**config.mk**
```make
export PLATFORM = sky130hd
export DESIGN_NAME = cppm_decoder_median3_flat
export DESIGN_NICKNAME = d
export VERILOG_FILES = /design/src/rtl/core/cdm_pkg.sv /design/src/rtl/core/cdm_if.sv /design/src/rtl/core/cdm_cfg_regs.sv /design/src/rtl/core/cdm_history.sv /design/src/rtl/core/cppm_decoder_median3.sv /design/src/flat_wrapper.sv
export SDC_FILE = /design/constraint.sdc
export NUM_CORES = 1
export LEC_CHECK = 0
export ABC_AREA = 1
export BUFFER_PORTS_ARGS = -buffer_cell sky130_fd_sc_hd__clkbuf_2
export CORE_ASPECT_RATIO = 0.9
export CORE_MARGIN = 4
export CORE_UTILIZATION = 55
export CTS_CLUSTER_DIAMETER = 80
export DETAILED_ROUTE_END_ITERATION = 6
export PLACE_DENSITY_LB_ADDON = 0.12
export SYNTH_ARGS = -nofsm -noshare
export SYNTH_HDL_FRONTEND = slang
export SYNTH_SLANG_ARGS = --single-unit
export TNS_END_PERCENT = 100
```
**constraint.sdc**
```tcl
create_clock -name clk_i -period 5.9 [get_ports clk_i]
set_input_delay 1.18 -clock clk_i [delete_from_list [all_inputs] [get_ports clk_i]]
set_output_delay 1.18 -clock clk_i [all_outputs]
set_load 0.01 [all_outputs]
```
**src/rtl/core/cdm_pkg.sv**
```systemverilog
`timescale 1ns / 1ps
// Shared constants, codes and types of the CPPM decoder with median-of-three filtering.
package cdm_pkg;

  // Sizes of the channel history.
  localparam int unsigned MaxChannels = 16;
  localparam int unsigned ChanW       = $clog2(MaxChannels);
  localparam int unsigned CntW        = $clog2(MaxChannels + 1);
  localparam int unsigned HistDepth   = 3;
  localparam int unsigned SlotW       = $clog2(HistDepth);

  // Field widths.
  localparam int unsigned ValW     = 16;
  localparam int unsigned TimeW    = 32;
  localparam int unsigned ChCfgW   = 5;
  localparam int unsigned CfgIdxW  = 3;
  localparam int unsigned CfgDataW = 16;

  // Register reset values.
  localparam logic [ChCfgW-1:0] RstChanCount = ChCfgW'(8);
  localparam logic [ValW-1:0]   RstMinWidth  = ValW'(1000);
  localparam logic [ValW-1:0]   RstMaxWidth  = ValW'(2000);
  localparam logic [ValW-1:0]   RstDefault   = ValW'(1500);
  localparam logic [ValW-1:0]   RstSyncThr   = ValW'(3000);
  localparam logic [ValW-1:0]   RstTimeout   = ValW'(100);

  // History entries that were never written read as the reset default.
  localparam logic [ValW-1:0] HistResetVal = RstDefault;

  typedef enum logic [CfgIdxW-1:0] {
    CfgChanCount = 3'd0,
    CfgMinWidth  = 3'd1,
    CfgMaxWidth  = 3'd2,
    CfgDefault   = 3'd3,
    CfgSyncThr   = 3'd4,
    CfgTimeout   = 3'd5
  } cfg_idx_e;

  typedef enum logic {
    OpEdge = 1'b0,
    OpRead = 1'b1
  } op_e;

  typedef struct packed {
    logic [ChCfgW-1:0] chan_count;
    logic [ValW-1:0]   min_width;
    logic [ValW-1:0]   max_width;
    logic [ValW-1:0]   default_val;
    logic [ValW-1:0]   sync_thr;
    logic [ValW-1:0]   timeout;
  } cfg_t;

  typedef struct packed {
    logic             en;
    logic [ChanW-1:0] chan;
    logic [ValW-1:0]  value;
  } hist_wr_t;

endpackage

```
**src/rtl/core/cdm_if.sv**
```systemverilog
`timescale 1ns / 1ps
// Valid/ready channel interfaces for the decoder's input and result words.
interface cdm_in_if;
  import cdm_pkg::*;
  logic             valid;
  logic             ready;
  logic             operation;
  logic [TimeW-1:0] time_us;
  logic [TimeW-1:0] time_ms;
  logic [ChanW-1:0] channel;

  modport source (output valid, output operation, output time_us, output time_ms,
                  output channel, input ready);
  modport sink   (input valid, input operation, input time_us, input time_ms,
                  input channel, output ready);
endinterface

interface cdm_out_if;
  import cdm_pkg::*;
  logic             valid;
  logic             ready;
  logic [ValW-1:0]  value;
  logic             receiving;
  logic [TimeW-1:0] ms_since_frame;

  modport source (output valid, output value, output receiving, output ms_since_frame,
                  input ready);
  modport sink   (input valid, input value, input receiving, input ms_since_frame,
                  output ready);
endinterface

```
**src/rtl/core/cdm_cfg_regs.sv**
```systemverilog
`timescale 1ns / 1ps
// Configuration register file written through a plain write port.
module cdm_cfg_regs (
  input  logic                         clk_i,
  input  logic                         rst_ni,
  input  logic                         we_i,
  input  logic [cdm_pkg::CfgIdxW-1:0]  idx_i,
  input  logic [cdm_pkg::CfgDataW-1:0] wdata_i,
  output cdm_pkg::cfg_t                cfg_o
);
  import cdm_pkg::*;

  cfg_t cfg_q;

  always_ff @(posedge clk_i or negedge rst_ni) begin
    if (!rst_ni) begin
      cfg_q.chan_count  <= RstChanCount;
      cfg_q.min_width   <= RstMinWidth;
      cfg_q.max_width   <= RstMaxWidth;
      cfg_q.default_val <= RstDefault;
      cfg_q.sync_thr    <= RstSyncThr;
      cfg_q.timeout     <= RstTimeout;
    end else if (we_i) begin
      case (cfg_idx_e'(idx_i))
        CfgChanCount: cfg_q.chan_count  <= wdata_i[ChCfgW-1:0];
        CfgMinWidth:  cfg_q.min_width   <= wdata_i;
        CfgMaxWidth:  cfg_q.max_width   <= wdata_i;
        CfgDefault:   cfg_q.default_val <= wdata_i;
        CfgSyncThr:   cfg_q.sync_thr    <= wdata_i;
        CfgTimeout:   cfg_q.timeout     <= wdata_i;
        default: begin
        end
      endcase
    end
  end

  assign cfg_o = cfg_q;

endmodule

```
**src/rtl/core/cdm_history.sv**
```systemverilog
`timescale 1ns / 1ps
// Per-channel three-deep history rings with a median-of-three read.
module cdm_history (
  input  logic                       clk_i,
  input  logic                       rst_ni,
  input  cdm_pkg::hist_wr_t          wr_i,
  input  logic [cdm_pkg::ChanW-1:0]  rd_chan_i,
  output logic [cdm_pkg::ValW-1:0]   median_o
);
  import cdm_pkg::*;

  // One bank per ring position; each bank is read at a single channel.
  logic [ValW-1:0]        bank_q  [HistDepth][MaxChannels];
  logic [MaxChannels-1:0] valid_q [HistDepth];
  logic [SlotW-1:0]       slot_q  [MaxChannels];

  logic [SlotW-1:0] wr_slot;
  logic [SlotW-1:0] next_slot;
  logic [ValW-1:0]  rd_val [HistDepth];
  logic [ValW-1:0]  lo, hi;

  always_comb begin
    wr_slot = slot_q[wr_i.chan];
    if (wr_slot >= SlotW'(HistDepth)) begin
      wr_slot = '0;
    end
    next_slot = wr_slot + SlotW'(1);
    if (next_slot >= SlotW'(HistDepth)) begin
      next_slot = '0;
    end
  end

  always_ff @(posedge clk_i or negedge rst_ni) begin
    if (!rst_ni) begin
      for (int c = 0; c < MaxChannels; c++) begin
        slot_q[c] <= '0;
      end
    end else if (wr_i.en) begin
      slot_q[wr_i.chan] <= next_slot;
    end
  end

  for (genvar b = 0; b < HistDepth; b++) begin : g_bank
    always_ff @(posedge clk_i or negedge rst_ni) begin
      if (!rst_ni) begin
        valid_q[b] <= '0;
      end else if (wr_i.en && (wr_slot == SlotW'(b))) begin
        valid_q[b][wr_i.chan] <= 1'b1;
      end
    end

    always_ff @(posedge clk_i) begin
      if (wr_i.en && (wr_slot == SlotW'(b))) begin
        bank_q[b][wr_i.chan] <= wr_i.value;
      end
    end

    assign rd_val[b] = valid_q[b][rd_chan_i] ? bank_q[b][rd_chan_i] : HistResetVal;
  end

  always_comb begin
    lo = (rd_val[0] < rd_val[1]) ? rd_val[0] : rd_val[1];
    hi = (rd_val[0] < rd_val[1]) ? rd_val[1] : rd_val[0];
    if (rd_val[2] <= lo) begin
      median_o = lo;
    end else if (rd_val[2] >= hi) begin
      median_o = hi;
    end else begin
      median_o = rd_val[2];
    end
  end

endmodule

```
**src/rtl/core/cppm_decoder_median3.sv**
```systemverilog
`timescale 1ns / 1ps
// Top level of the CPPM pulse position decoder with median-of-three channel filtering.
//
// Usage: every input word is either a falling-edge event of the PPM line
// (operation 0, stamped with wrapping microsecond and millisecond times) or a
// channel read (operation 1). Each input word produces exactly one result word
// with the filtered channel value (zero for edges), the receiving flag and the
// milliseconds elapsed since the last frame sync.
// Both channels use valid/ready; a word moves when both are high at a clock edge.
// The input word is registered, decoded in the following cycle against the frame
// state and the history rings, and the result is registered. When the result
// register is free, a result word becomes valid at the clock edge after its input
// word was taken, and one word per cycle is sustained while the receiver does not
// stall; the single decode stage between the two registers sets that rate.
// Configuration is written through cfg_we_i/cfg_idx_i/cfg_wdata_i while the block
// is idle. Reset (rst_ni low, asynchronous) loads the register defaults, clears
// the frame state and marks all history entries unwritten so that they read as
// the reset default of 1500; no clearing pass is needed.
// When the receiver stalls, the result word holds, at most one more input word is taken
// into the input register, and ready then drops until the result is taken.
module cppm_decoder_median3 (
  input  logic                         clk_i,
  input  logic                         rst_ni,
  cdm_in_if.sink                       in_i,
  cdm_out_if.source                    out_o,
  input  logic                         cfg_we_i,
  input  logic [cdm_pkg::CfgIdxW-1:0]  cfg_idx_i,
  input  logic [cdm_pkg::CfgDataW-1:0] cfg_wdata_i
);
  import cdm_pkg::*;

  cfg_t cfg;

  // Input register.
  logic             s1_valid_q;
  logic             s1_op_q;
  logic [TimeW-1:0] s1_tus_q;
  logic [TimeW-1:0] s1_tms_q;
  logic [ChanW-1:0] s1_ch_q;

  // Result register.
  logic             out_valid_q;
  logic [ValW-1:0]  out_value_q;
  logic             out_recv_q;
  logic [TimeW-1:0] out_msf_q;

  // Frame state.
  logic [TimeW-1:0] last_edge_q, last_edge_d;
  logic [TimeW-1:0] last_frame_q, last_frame_d;
  logic [CntW-1:0]  chan_cnt_q, chan_cnt_d;
  logic             recv_q, recv_d;

  logic             out_free;
  logic             s1_fire;
  logic             in_fire;
  logic [CntW-1:0]  n_eff;
  logic [TimeW-1:0] width;
  logic             is_sync;
  logic [ValW-1:0]  clamped;
  logic             timed_out;
  hist_wr_t         hist_wr;
  logic [ValW-1:0]  median;
  logic [ValW-1:0]  read_val;

  cdm_cfg_regs u_cfg (
    .clk_i   (clk_i),
    .rst_ni  (rst_ni),
    .we_i    (cfg_we_i),
    .idx_i   (cfg_idx_i),
    .wdata_i (cfg_wdata_i),
    .cfg_o   (cfg)
  );

  // Handshake: the input register drains whenever the result register is free.
  assign out_free   = !out_valid_q || out_o.ready;
  assign s1_fire    = s1_valid_q && out_free;
  assign in_i.ready = !s1_valid_q || s1_fire;
  assign in_fire    = in_i.valid && in_i.ready;

  always_ff @(posedge clk_i or negedge rst_ni) begin
    if (!rst_ni) begin
      s1_valid_q <= 1'b0;
    end else if (in_i.ready) begin
      s1_valid_q <= in_i.valid;
    end
  end

  always_ff @(posedge clk_i) begin
    if (in_fire) begin
      s1_op_q  <= in_i.operation;
      s1_tus_q <= in_i.time_us;
      s1_tms_q <= in_i.time_ms;
      s1_ch_q  <= in_i.channel;
    end
  end

  // Effective channel count, saturated to one through the channel maximum.
  always_comb begin
    n_eff = CntW'(cfg.chan_count);
    if (cfg.chan_count == '0) begin
      n_eff = CntW'(1);
    end else if (CntW'(cfg.chan_count) > CntW'(MaxChannels)) begin
      n_eff = CntW'(MaxChannels);
    end
  end

  assign width     = s1_tus_q - last_edge_q;
  assign is_sync   = width > TimeW'(cfg.sync_thr);
  assign timed_out = (s1_tms_q - last_frame_q) > TimeW'(cfg.timeout);

  always_comb begin
    if (width < TimeW'(cfg.min_width)) begin
      clamped = cfg.min_width;
    end else if (width > TimeW'(cfg.max_width)) begin
      clamped = cfg.max_width;
    end else begin
      clamped = width[ValW-1:0];
    end
  end

  // A channel pulse is stored only for channels below the effective count.
  assign hist_wr.en    = s1_fire && (s1_op_q == OpEdge) && !is_sync && (chan_cnt_q < n_eff);
  assign hist_wr.chan  = chan_cnt_q[ChanW-1:0];
  assign hist_wr.value = clamped;

  cdm_history u_hist (
    .clk_i     (clk_i),
    .rst_ni    (rst_ni),
    .wr_i      (hist_wr),
    .rd_chan_i (s1_ch_q),
    .median_o  (median)
  );

  assign read_val = (CntW'(s1_ch_q) < n_eff) ? median : cfg.default_val;

  always_comb begin
    last_edge_d  = last_edge_q;
    last_frame_d = last_frame_q;
    chan_cnt_d   = chan_cnt_q;
    recv_d       = recv_q;
    if (s1_op_q == OpEdge) begin
      last_edge_d = s1_tus_q;
      if (is_sync) begin
        last_frame_d = s1_tms_q;
        chan_cnt_d   = '0;
        recv_d       = 1'b1;
      end else if (chan_cnt_q < CntW'(MaxChannels)) begin
        chan_cnt_d = chan_cnt_q + CntW'(1);
      end
    end else if (timed_out) begin
      recv_d = 1'b0;
    end
  end

  always_ff @(posedge clk_i or negedge rst_ni) begin
    if (!rst_ni) begin
      last_edge_q  <= '0;
      last_frame_q <= '0;
      chan_cnt_q   <= '0;
      recv_q       <= 1'b0;
    end else if (s1_fire) begin
      last_edge_q  <= last_edge_d;
      last_frame_q <= last_frame_d;
      chan_cnt_q   <= chan_cnt_d;
      recv_q       <= recv_d;
    end
  end

  always_ff @(posedge clk_i or negedge rst_ni) begin
    if (!rst_ni) begin
      out_valid_q <= 1'b0;
    end else if (out_free) begin
      out_valid_q <= s1_valid_q;
    end
  end

  always_ff @(posedge clk_i) begin
    if (s1_fire) begin
      out_value_q <= (s1_op_q == OpRead) ? read_val : '0;
      out_recv_q  <= recv_d;
      out_msf_q   <= s1_tms_q - last_frame_d;
    end
  end

  assign out_o.valid          = out_valid_q;
  assign out_o.value          = out_value_q;
  assign out_o.receiving      = out_recv_q;
  assign out_o.ms_since_frame = out_msf_q;

endmodule

```
**src/flat_wrapper.sv**
```systemverilog
// flat-port wrapper written by rule: the top's interface ports become plain ports
module cppm_decoder_median3_flat import cdm_pkg::*;
  (clk_i, rst_ni, cfg_we_i, cfg_idx_i, cfg_wdata_i, in_i_valid, in_i_operation, in_i_time_us, in_i_time_ms, in_i_channel, in_i_ready, out_o_valid, out_o_value, out_o_receiving, out_o_ms_since_frame, out_o_ready);
  cdm_in_if in_i_i ();
  cdm_out_if out_o_i ();
  input  logic clk_i;
  input  logic rst_ni;
  input  logic cfg_we_i;
  input  logic [cdm_pkg::CfgIdxW-1:0] cfg_idx_i;
  input  logic [cdm_pkg::CfgDataW-1:0] cfg_wdata_i;
  input wire logic [$bits(in_i_i.valid)-1:0] in_i_valid;
  input wire logic [$bits(in_i_i.operation)-1:0] in_i_operation;
  input wire logic [$bits(in_i_i.time_us)-1:0] in_i_time_us;
  input wire logic [$bits(in_i_i.time_ms)-1:0] in_i_time_ms;
  input wire logic [$bits(in_i_i.channel)-1:0] in_i_channel;
  output wire logic [$bits(in_i_i.ready)-1:0] in_i_ready;
  output wire logic [$bits(out_o_i.valid)-1:0] out_o_valid;
  output wire logic [$bits(out_o_i.value)-1:0] out_o_value;
  output wire logic [$bits(out_o_i.receiving)-1:0] out_o_receiving;
  output wire logic [$bits(out_o_i.ms_since_frame)-1:0] out_o_ms_since_frame;
  input wire logic [$bits(out_o_i.ready)-1:0] out_o_ready;
  assign in_i_i.valid = in_i_valid;
  assign in_i_i.operation = in_i_operation;
  assign in_i_i.time_us = in_i_time_us;
  assign in_i_i.time_ms = in_i_time_ms;
  assign in_i_i.channel = in_i_channel;
  assign in_i_ready = in_i_i.ready;
  assign out_o_valid = out_o_i.valid;
  assign out_o_value = out_o_i.value;
  assign out_o_receiving = out_o_i.receiving;
  assign out_o_ms_since_frame = out_o_i.ms_since_frame;
  assign out_o_i.ready = out_o_ready;
  cppm_decoder_median3 u_core (.clk_i(clk_i), .rst_ni(rst_ni), .in_i(in_i_i), .out_o(out_o_i), .cfg_we_i(cfg_we_i), .cfg_idx_i(cfg_idx_i), .cfg_wdata_i(cfg_wdata_i));
endmodule
```
## Yosys cells after proc, flatten, opt, wreduce, memory -nomap -nowiden

Memory sizes are Yosys's and may differ from the RTL's.
Cells that the tools add are included.

| cells by class | value |
|---|---|
| magnitude comparators | 19 |
| div/mod/pow operators | 0 |
| shift operators | 0 |
| $add $sub $neg | 5 |
| equal/unequal tests | 7 |
| multipliers | 0 |
| mux-type cells | 58 |
| bitwise logic cells | 6 |
| reduce and logical (&&, ||, !) cells | 29 |

Operators with widths:

| kind | number |
|---|---|
| $mux W256 | 7 |
| $reduce_or A256 Y1 | 2 |
| $mux W16 | 17 |
| $bmux W16 S4 | 3 |
| $gt A32 B16 Y1 | 3 |
| $sub A32 B32 Y32 | 3 |
| $demux W16 S4 | 1 |
| $mux W32 | 2 |
| $or A16 B16 Y16 | 3 |
| $bwmux W32 | 1 |
| $lt A32 B16 Y1 | 1 |
| $mux W5 | 4 |
| $ge A16 B16 Y1 | 1 |
| $le A16 B16 Y1 | 1 |
| $lt A16 B16 Y1 | 1 |
| $mux W2 | 7 |
| $reduce_and A2 Y1 | 7 |
| $bmux W1 S4 | 3 |
| $ge A5 B5 Y1 const B | 2 |
| $logic_and A1 B1 Y1 | 10 |
| $lt A4 B5 Y1 const B | 2 |
| $mux W1 | 10 |
| $not A4 Y5 | 2 |
| $bmux W2 S4 | 1 |
| 24 further kinds | 30 |

| word-level totals | value |
|---|---|
| bits in writable memories | 768 |
| memory bits (read-only) | 0 |
| output and inout bits | 51 |
| input port bits | 93 |
| latch bits | 0 |
| memories kept | 1 |
| bits in registers | 355 |
| logic and storage cells | 163 |

Memories:

| name | words | width | read ports | clocked after memory_dff | write ports | RTL line | RTL |
|---|---|---|---|---|---|---|---|
| u_core.u_hist.bank_q | 3 | 256 | 3 | 0 | 1 | cdm_history.sv:13 | `logic [ValW-1:0] bank_q [HistDepth][MaxChannels];` |

## Depth between registers and ports, before layout

Gate-level depths: netlist of the first run.

| logic depth | value |
|---|---|
| depth in word-level cells | 13 |
| depth in mapped cells | 43 |
| gate-level depth less buffers | 39 |

## Modules after synthesis

A second synthesis of the first run with hierarchy kept.

| unflattened totals | value |
|---|---|
| cells, all modules | 5,596 |
| area, all modules | 54,703.7 µm² |

Modules (own cells, without submodules):

| module | area an instance (µm²) | instances | seq. area each (µm²) | cells an instance |
|---|---|---|---|---|
| cdm_history | 35,669.2 | 1 | 25,064.0 | 3,006 |
| cppm_decoder_median3 | 15,651.3 | 1 | 5,345.1 | 2,212 |
| cdm_cfg_regs | 3,383.2 | 1 | 2,164.6 | 378 |

## Least setup slack after synthesis of the first run

No wires, ideal clock.

| path | value |
|---|---|
| path kind | register to register |
| start point | register u_core.s1_ch_q[0] |
| end point | register u_core.out_value_q[0], in the netlist u_core.out_o.value[0], data pin |
| stages on the path, launching flop included | 36 |
| arrival time | 5.334 ns |
| path buffers | 6 |
| setup time | 0.257 ns |
| path slack | 0.310 ns |
| data required time | 5.643 ns |
| clock period less this slack | 5.590 ns |
| cell sequence | edfxtp_1 -> buf_4 -> inv_2 -> buf_2 -> clkbuf_1 -> clkbuf_1 -> clkbuf_1 -> nor2_1 -> o221ai_1 -> a31oi_1 -> nand2_1 -> inv_1 -> ha_1 -> nand2_1 -> nor2_1 -> a211oi_1 -> o221a_2 -> nand2_1 -> inv_1 -> buf_2 -> nand2_1 -> o21ai_0 -> ha_1 -> a21boi_0 -> o21a_1 -> o21a_1 -> o211ai_1 -> nand2_1 -> a21oi_1 -> nor2_1 -> nor2_1 -> o21ai_0 -> a21boi_0 -> a21oi_1 -> a21oi_1 -> nor2_1 |

| between the ends | value |
|---|---|
| longest elaborated chain between the ends | 11 |
| elaborated cells between the ends (all ways) | 28 |
| those cells by class | order compare (4); mux (23); bitwise (1) |

Ends and longest elaborated chain:

| what | RTL line | RTL |
|---|---|---|
| start: declaration | cppm_decoder_median3.sv:39 | `logic [ChanW-1:0] s1_ch_q;` |
| start signal: assignment | cppm_decoder_median3.sv:93 | `s1_ch_q <= in_i.channel;` |
| $not A4 Y5 (not written as such) | cdm_history.sv:58 | `assign rd_val[b] = valid_q[b][rd_chan_i] ? bank_q[b][rd_chan_i] : HistResetVal;` |
| $bmux W16 S4 | cdm_history.sv:58 |  |
| $mux W16 (not written as such) (2 in series) | cdm_history.sv:58 |  |
| $mux W16 | cdm_history.sv:58 |  |
| $lt A16 B16 Y1 | cdm_history.sv:62, cdm_history.sv:63 |  |
| $mux W16 | cdm_history.sv:63 | `hi = (rd_val[0] < rd_val[1]) ? rd_val[1] : rd_val[0];` |
| $ge A16 B16 Y1 | cdm_history.sv:66 | `end else if (rd_val[2] >= hi) begin` |
| $mux W16 | cdm_history.sv:66 |  |
| $mux W16 | cdm_history.sv:64 | `if (rd_val[2] <= lo) begin` |
| $mux W16 (*) | cppm_decoder_median3.sv:134 | `assign read_val = (CntW'(s1_ch_q) < n_eff) ? median : cfg.default_val;` |
| end signal: assignment | cppm_decoder_median3.sv:179 | `out_value_q <= (s1_op_q == OpRead) ? read_val : '0;` |
| end: declaration | cppm_decoder_median3.sv:43 | `logic [ValW-1:0] out_value_q;` |

Every way passes the cells marked *; elsewhere a longest branch is shown, timed or not. The select of a mux whose other input is x is not followed.
A chain may end at the register's enable or synchronous reset.

## Worst setup path in the final report of the first run

| path | value |
|---|---|
| start point | register u_core.s1_ch_q[1] |
| end point | register u_core.out_value_q[2], in the netlist u_core.out_o.value[2], data pin |

Same word-level chain as after synthesis.

==> results of run 1 <==
cell families after synthesis:
| group | count (synthesis) | share of synthesized area |
|---|---|---|
| compound gates | 1329 | 0.141 |
| buf+inv | 698 | 0.0501 |
| xor+xnor | 64 | 0.0105 |
| simple gates | 1806 | 0.137 |
| flops | 1123 | 0.610 |
| fa+ha+maj | 217 | 0.0513 |
| mux | 1 | 0.000211 |
critical path: cells and delay by family (launching register included):
kind | cells | cell delay [ns]
AO/OA/AOI/OAI | 11 | 1.58
adder cells (fa/ha/maj) | 2 | 0.56
buffers and inverters | 9 | 1.64
flip-flops | 1 | 0.51
AND/OR/NAND/NOR | 13 | 1.09
per-stage QoR:
stage	hold WS, ns	area, um2	TNS (ns)	utilization
CTS	0.459	61000	0	0.633
global route	0.466	61600	-0.169	0.639
finish	0.460	61600	0	0.639
floorplan	0.427	53400	0	-
detailed placement	0.446	57400	-0.575	0.596
global placement	0.436	57400	-0.00610	0.596
timing repair:
action / CTS / global route
pin swaps: 0 / 15
hold endpoints to repair: 0 / 0
gates cloned: 0 / 9
endpoints found under the setup margin: 15 / 35
setup buffers: 0 / 10
gates resized for setup: 1 / 109
per-layer routing:
metal | share of wire | vias to the layer above | wire (um)
met5 | 0 | - | 0
met4 | 0.026 | 0 | 4140
met3 | 0.094 | 245 | 14900
met2 | 0.45 | 1782 | 70400
met1 | 0.43 | 19709 | 68100
li1 | - | 18992 | -
cells in the mapped netlist (2+ instances only):
cell,count
a31oi_1,33
xnor2_1,18
o31ai_1,2
a221oi_1,3
nor3_1,24
buf_2,31
fa_1,3
nand3b_1,7
o221ai_1,86
nand3_2,8
or2_2,18
xor2_1,46
dfstp_2,30
inv_1,453
clkinv_1,2
and2_1,6
or3_1,2
nor2_1,658
o21bai_1,6
buf_4,2
nand3_1,138
nand3_4,3
ha_1,214
a21oi_1,187
clkbuf_1,189
or2_1,7
o21ai_0,812
edfxtp_1,886
buf_1,19
o211ai_1,40
o21ai_1,6
nand4_1,37
nand2_1,888
nor4_1,7
o21a_1,10
a21boi_0,3
o221a_2,16
dfrtp_1,207
nand2_2,2
a21o_1,9
a211oi_1,8
a32o_1,3
o22ai_1,98
cell type report:
cell class,instances,area [um2],share of cell area
diodes,2,5.00,0.0000812
inverters,456,1770,0.0287
well taps,1265,1580,0.0257
repair inverters,4,53.8,0.000873
multi-input cells,3417,18600,0.302
clock buffers,151,3050,0.0495
flip-flops and latches,1123,32600,0.529
repair buffers,443,3450,0.0561
clock inverters,57,493,0.00800
worst paths after layout:
kind | start | to | slack [ns] | cells after the start
min reg2reg | u_core.u_hist.valid_q[38] | u_core.u_hist.valid_q[38] | 0.46 | 2
min | u_core.u_hist.valid_q[38] | u_core.u_hist.valid_q[38] | 0.46 | 2
max in group asynchronous | rst_ni | u_core.u_hist.valid_q[30] | 4.04 | 2
max | u_core.s1_ch_q[1] | u_core.out_o.value[2] | 0.24 | 35
max reg2reg | u_core.s1_ch_q[1] | u_core.out_o.value[2] | 0.24 | 35
min in group asynchronous | rst_ni | u_core.last_frame_q[13] | 0.53 | 1
where the power goes:
group / internal, W / leakage [nW] / switching, W
logic: 0.00259 / 12.2 / 0.00448
clock network: 0.00389 / 1.74 / 0.00302
registers: 0.00928 / 11.0 / 0.000225
total: 0.0158 / 25.0 / 0.00773
state kept, by name, summed over array words and instances, names as in the netlist:
signal and flops:
u_core.u_hist.bank_q 768, u_core.u_cfg.cfg_o 85, u_core.u_hist.valid_q 48, u_core.last_edge_q 32, u_core.last_frame_q 32, u_core.out_o.ms_since_frame 32
u_core.s1_tms_q 32, u_core.s1_tus_q 32, u_core.u_hist.slot_q 32, u_core.out_o.value 16, u_core.chan_cnt_q 5, u_core.s1_ch_q 4
u_core.out_o.receiving 1, u_core.out_o.valid 1, u_core.recv_q 1, u_core.s1_op_q 1, u_core.s1_valid_q 1
placed cells by master (no fill, tap or decap), types with 24 or more instances in the layout:
master,instances
buf_4,264
inv_1,448
a21oi_1,184
clkbuf_1,32
edfxtp_1,886
nand4_1,37
ha_1,208
o211ai_1,40
dfrtp_1,207
dfstp_2,30
o21ai_0,773
clkbuf_16,120
clkinv_2,24
xor2_1,42
a31oi_1,28
o22ai_1,93
nand2_1,881
nor2_1,630
o221ai_1,86
clkbuf_2,142
nor2_2,26
nand3_1,135
==> reports/results.ini, run 1 <==
[status]
status = finished, final reports clean

[sta]
maxSlewHeadroom = 0.164
min_period_ns = 5.66
finalSetupViolCount = 0
tightest_slew_ns = 1.25
final.setup_skew_ns = 0.0197
timing.final.ws_setup_ns = 0.235
final.period_utilization = 0.960
slew_viol_final = 0
max_freq_mhz = 177
hold_violations = 0

[pwr]
total_power_w = 0.0235
leakage_nw = 25.0
peakVddDrop_v = 0.000317
p_per_area_nw_per_um2 = 381

[critical_path]
critPathRequiredTime_ns = 6.35
start_kind = flip-flop
max_stage_delay_ns = 0.51
worstPathArrival_ns = 6.11
cp_max_fo = 33
critical_path_class = flip-flop to flip-flop
cpMaxStageDelayCell = edfxtp_1
end_kind = flip-flop

[final_layout]
area_delta_synth_final_pct = 15.4
fin_cells = 6918
drive_gt1_frac = 0.140
fin_nets = 5867
fillers = 7807

[grt]
grt_max_degree = 97
grtUsageMet1 = 0.451
grt_pass1_vias = 38536
antenna_found_initial = 8
grt_pass1_wl_um = 235000
track_usage = 0.304
grt.busiest_layer = met2
met2_usage = 0.467
grt_overflow = 0
met3_usage = 0.0534

[logic_synthesis]
synth_edf_count = 886
syn_area_per_cell_um2 = 10.2
ys_async_sr_fraction = 0.211
syn_area_um2 = 53400
synth_area_leaders = edfxtp_1 (50%), dfrtp_1 (9.7%), o21ai_0 (7.6%)
synth_top_cell_area_share = 0.499
yosys_warnings = 0
synth_flop_cell = edfxtp_1
synth-seq-cells = 1123
syn_inst = 5238
yosys.area.top_type = edfxtp_1
synth_cell_types = 54
syn-num-nets = 5548
ys_seq_area_frac = 0.610

[clocking]
cts_tree = yes
cts_htree_levels = 3
numCtsBuffers = 112
clock_sinks = 1123
clk_latency_ns = 0.71
clock_path_buffers = 3
cts-root-buf = clkbuf_16
clk_pin_slew_worst_paths_ns = 0.06
hold_buffers = 0

[placed_design]
dp_cells = 6691
place_congestion = 0.970
dp_hpwl_um = 106000
dp_slack_ns = -0.0849
portBuffers = 143

[floorplan]
io-pin-count = 144
die_h_um = 304
initial_core_util = 0.554
rows = 108
dieArea_um2 = 102000
die_w_um = 336
core_area_um2 = 96300

[drt]
ant_nets = 0
totalWireLength_um = 158000
drt_iter0_markers = 5053
wl_per_cell_um = 22.8
via_count = 40728
viasPerCell = 5.89
drcViolationCount = 0
first_pass_iters = 6

[run]
maxCapViolCount = 0

[worst_hold_path]
min_path_type = flip-flop to flip-flop

Power figures use the tool's default switching activity.
==> run 2: changes to the inputs <==
- SYNTH_HIERARCHICAL: unset -> 1
==> run 2 against run 1 <==
  * The flow now finishes with violations (design-rule violations)
  * Largest cell class unchanged
  * Final area is 2.1% higher
  * Register-to-register slack got worse by 0.06 ns
  * Largest power group unchanged
  * Clock skew up 0.0069 ns
  * Setup slack worse by 0.060 ns
  * Sequential cell count did not move
  * Clock-buffer cell count up 9
  * Total power is 1.8% higher
  * Area after synthesis rose by 2.5%
  * Synthesized cell count grew 6.8%
  * Worst hold slack got worse by 0.060 ns
==> reports/results.ini, run 2 <==
[logic_synthesis]
synthAdderAreaFrac = 0.0500  ; -0.00125
synthMuxAreaShare = 0  ; -0.000211
netlist_top_cells_count = nand2_1 (1,176), edfxtp_1 (886), nor2_1 (711), o21ai_0 (602), inv_1 (508)
synthSimpleGateAreaFrac = 0.173  ; +0.0363
synth_top_family_by_area = simple AND/OR/NAND/NOR gates
synth_edf_count = 886  ; unchanged
synth_compound_area_frac = 0.115  ; -0.0257
syn-num-nets = 5906  ; +6.5%
syn_inst = 5596  ; +6.8%
yosys_warnings = 6  ; +6
ys_seq_area_frac = 0.595  ; -0.0149
synth_top_cell_area_share = 0.486  ; -0.0122
synth-seq-cells = 1123  ; unchanged
yosys.area.top_type = edfxtp_1
synth_flop_cell = edfxtp_1
synth_area_leaders = edfxtp_1 (49%), dfrtp_1 (9.5%), nand2_1 (8.1%)
syn_area_um2 = 54700  ; +2.5%
ys_async_sr_fraction = 0.211  ; unchanged
synth_cell_types = 46  ; -15%
post_synth_xor_area_fraction = 0.0101  ; -0.000417
synth.most_common_cell = nand2_1
syn_area_per_cell_um2 = 9.78  ; -4.1%

[final_layout]
area_delta_synth_final_pct = 15.0
top_register = u_core/u_hist/bank_q
drive_gt1_frac = 0.129  ; -0.0105
layout_common_cells = nand2_1 (1,156), edfxtp_1 (886), nor2_1 (699)
fin_nets = 6230  ; +6.2%
largest_reg_flops = 768  ; unchanged
stdcell_area_um2 = 62900  ; +2.1%
layout_commonest_cell = nand2_1
diodes = 0  ; -2

[sta]
max_freq_mhz = 175  ; -1.1%
min_period_ns = 5.73  ; +0.0604 ns
final.setup_skew_ns = 0.0266  ; +0.00688 ns
final.period_utilization = 0.970  ; +0.0102
timing.final.ws_setup_ns = 0.175  ; -0.0604 ns
finalSetupViolCount = 0  ; unchanged
tightest_slew_ns = 1.22  ; -0.0334 ns
maxSlewHeadroom = 0.190  ; +0.0254
hold_violations = 0  ; unchanged
slew_viol_final = 0  ; unchanged

[critical_path]
start_kind = flip-flop
cpMostUsedCell = nand2_1
rr_startpoint = u_core/s1_ch_q[0]
cpMaxStageDelayCell = edfxtp_1
rrSetupSlack_ns = 0.17  ; -0.06 ns
worstPathArrival_ns = 6.16  ; +0.05 ns
critPathBufInv = 7  ; -2
r2r_cells = 30  ; -14%
cp-startpoint = u_core/s1_ch_q[0]
end_kind = flip-flop
cpLargestDelayFamily = compound AO/OA/AOI/OAI gates
cp.depth = 30  ; -14%
critPathRequiredTime_ns = 6.34  ; about the same
regToRegEndpoint = u_core/out_o.value[15]
max_stage_delay_ns = 0.50  ; about the same
endpoint = u_core/out_o.value[15]
cp_max_fo = 35  ; +6.1%
critical_path_class = flip-flop to flip-flop

[grt]
grt_overflow = 0  ; unchanged
track_usage = 0.293  ; -0.0112
antenna_found_initial = 7  ; -1
grt_pass1_vias = 40444  ; +5.0%
grt_max_degree = 123  ; +27%
grt_pass1_wl_um = 237000  ; +0.68%

[drt]
first_pass_iters = 7  ; +1
ant_nets = 0  ; unchanged
viasPerCell = 5.73  ; -2.6%
drcViolationCount = 3  ; +3
wl_per_cell_um = 21.5  ; -5.8%
via_count = 42130  ; +3.4%
totalWireLength_um = 158000  ; about the same
drt_iter0_markers = 4403  ; -13%

[worst_hold_path]
min_path_type = input port to asynchronous set/reset pin

[floorplan]
die_w_um = 340  ; +1.2%
rows = 109  ; +0.93%
die_h_um = 307  ; +1.2%
initial_core_util = 0.556  ; +0.00165
io-pin-count = 144  ; unchanged
core_area_um2 = 98500  ; +2.2%
dieArea_um2 = 105000  ; +2.4%

[status]
violations = design-rule violations
status = complete, but fails checks

[placed_design]
portBuffers = 143  ; unchanged
place_congestion = 1.01  ; +4.0%
dp_slack_ns = -0.181  ; -0.0961 ns
dp_hpwl_um = 104000  ; -2.2%
placed_area_um2 = 58600  ; +2.0%

[pwr]
peakVddDrop_v = 0.000282  ; -11%
p_per_area_nw_per_um2 = 380  ; -0.27%
leakage_nw = 26.2  ; +4.8%

[run]
maxCapViolCount = 0  ; unchanged

[clocking]
numCtsBuffers = 111  ; -0.89%
hold_buffers = 0  ; unchanged
cts-root-buf = clkbuf_16
clock_sinks = 1123  ; unchanged
cts_htree_levels = 3  ; unchanged
clock_path_buffers = 3  ; unchanged
clk_pin_slew_worst_paths_ns = 0.06  ; about the same
clk_latency_ns = 0.71  ; about the same
cts_tree = yes

## run 2: cell count changes after synthesis, moves of 19 or more
cell	before	now
clkbuf_1	189	139
o21ai_0	812	602
buf_2	31	72
o21ai_1	6	25
a21oi_1	187	168
nand2_1	888	1176
inv_1	453	508
nand3_1	138	285
nor2_1	658	711
## run 2: kinds of logic after synthesis
kind of cell	Yosys count
and+or+nand+nor	2322
xor gates and xnor gates	63
DFF	1123
buffers and inverters	765
adders and majority gates	217
AOI/OAI and AO/OA	1106
## run 2: routing by layer
layer / up-vias / routed length (um) / global-route usage
met4: 2 / 4880 / 0.0908
met5: - / 63 / 0
met3: 280 / 12700 / 0.0461
li1: 19938 / - / -
met1: 20170 / 67400 / 0.416
met2: 1740 / 72600 / 0.469
## run 2: worst min path at each step
stage,end,slack (ns),cells past startpoint
final,u_core/last_frame_q[27],0.40,1
after global placement,u_core/u_hist/valid_q[14],0.44,2
after detailed placement,u_core/u_hist/valid_q[44],0.45,2
after global routing,u_core/last_frame_q[29],0.44,1
after floorplan,u_core/u_hist/valid_q[16],0.43,2
after CTS,u_core/last_frame_q[28],0.42,1
## run 2: final cells by class
cell class / count / area [um2]
sequential: 1123 / 32600
timing repair buffer: 453 / 3600
multi-input combinational: 3709 / 19400
inverter: 521 / 2000
clock buffer: 160 / 3200
clock inverter: 49 / 487
fill: 8161 / 35600
timing repair inverter: 1 / 11.3
tap: 1332 / 1670
## run 2: per-stage QoR
step | TNS, ns | hold slack [ns] | instances | power (W) | utilization
5_1_grt | -0.133 | 0.441 | 7348 | 0.0253 | 0.639
3_3_place_gp | -1.25 | 0.437 | 7111 | 0.0165 | 0.595
2_1_floorplan | 0 | 0.427 | 5596 | 0.0141 | -
3_5_place_dp | -2.17 | 0.446 | 7111 | 0.0166 | 0.595
4_1_cts | 0 | 0.416 | 7321 | 0.0237 | 0.633
6_report | 0 | 0.400 | 7348 | 0.0239 | 0.639
## run 2: power by group
part	leakage, nW	internal, W	total (W)	switching, W
logic	13.5	0.00257	0.00725	0.00468
clock network	1.80	0.00416	0.00716	0.00300
registers	10.8	0.00927	0.00950	0.000232
total	26.2	0.0160	0.0239	0.00791
## run 2: repair_timing
item,CTS,global route
hold endpoints to repair,0,0
setup buffers,1,20
resized for setup,4,73
setup endpoints to repair,17,39
gates cloned,0,7
pin swaps,0,9
## run 2: worst register-to-register path: cells and delay by family (launching register included)
kind	cells	cell delay [ns]
compound gates	10	2.14
simple gates	11	1.18
buf+inv	7	1.11
fa+ha+maj	2	0.54
flops	1	0.50
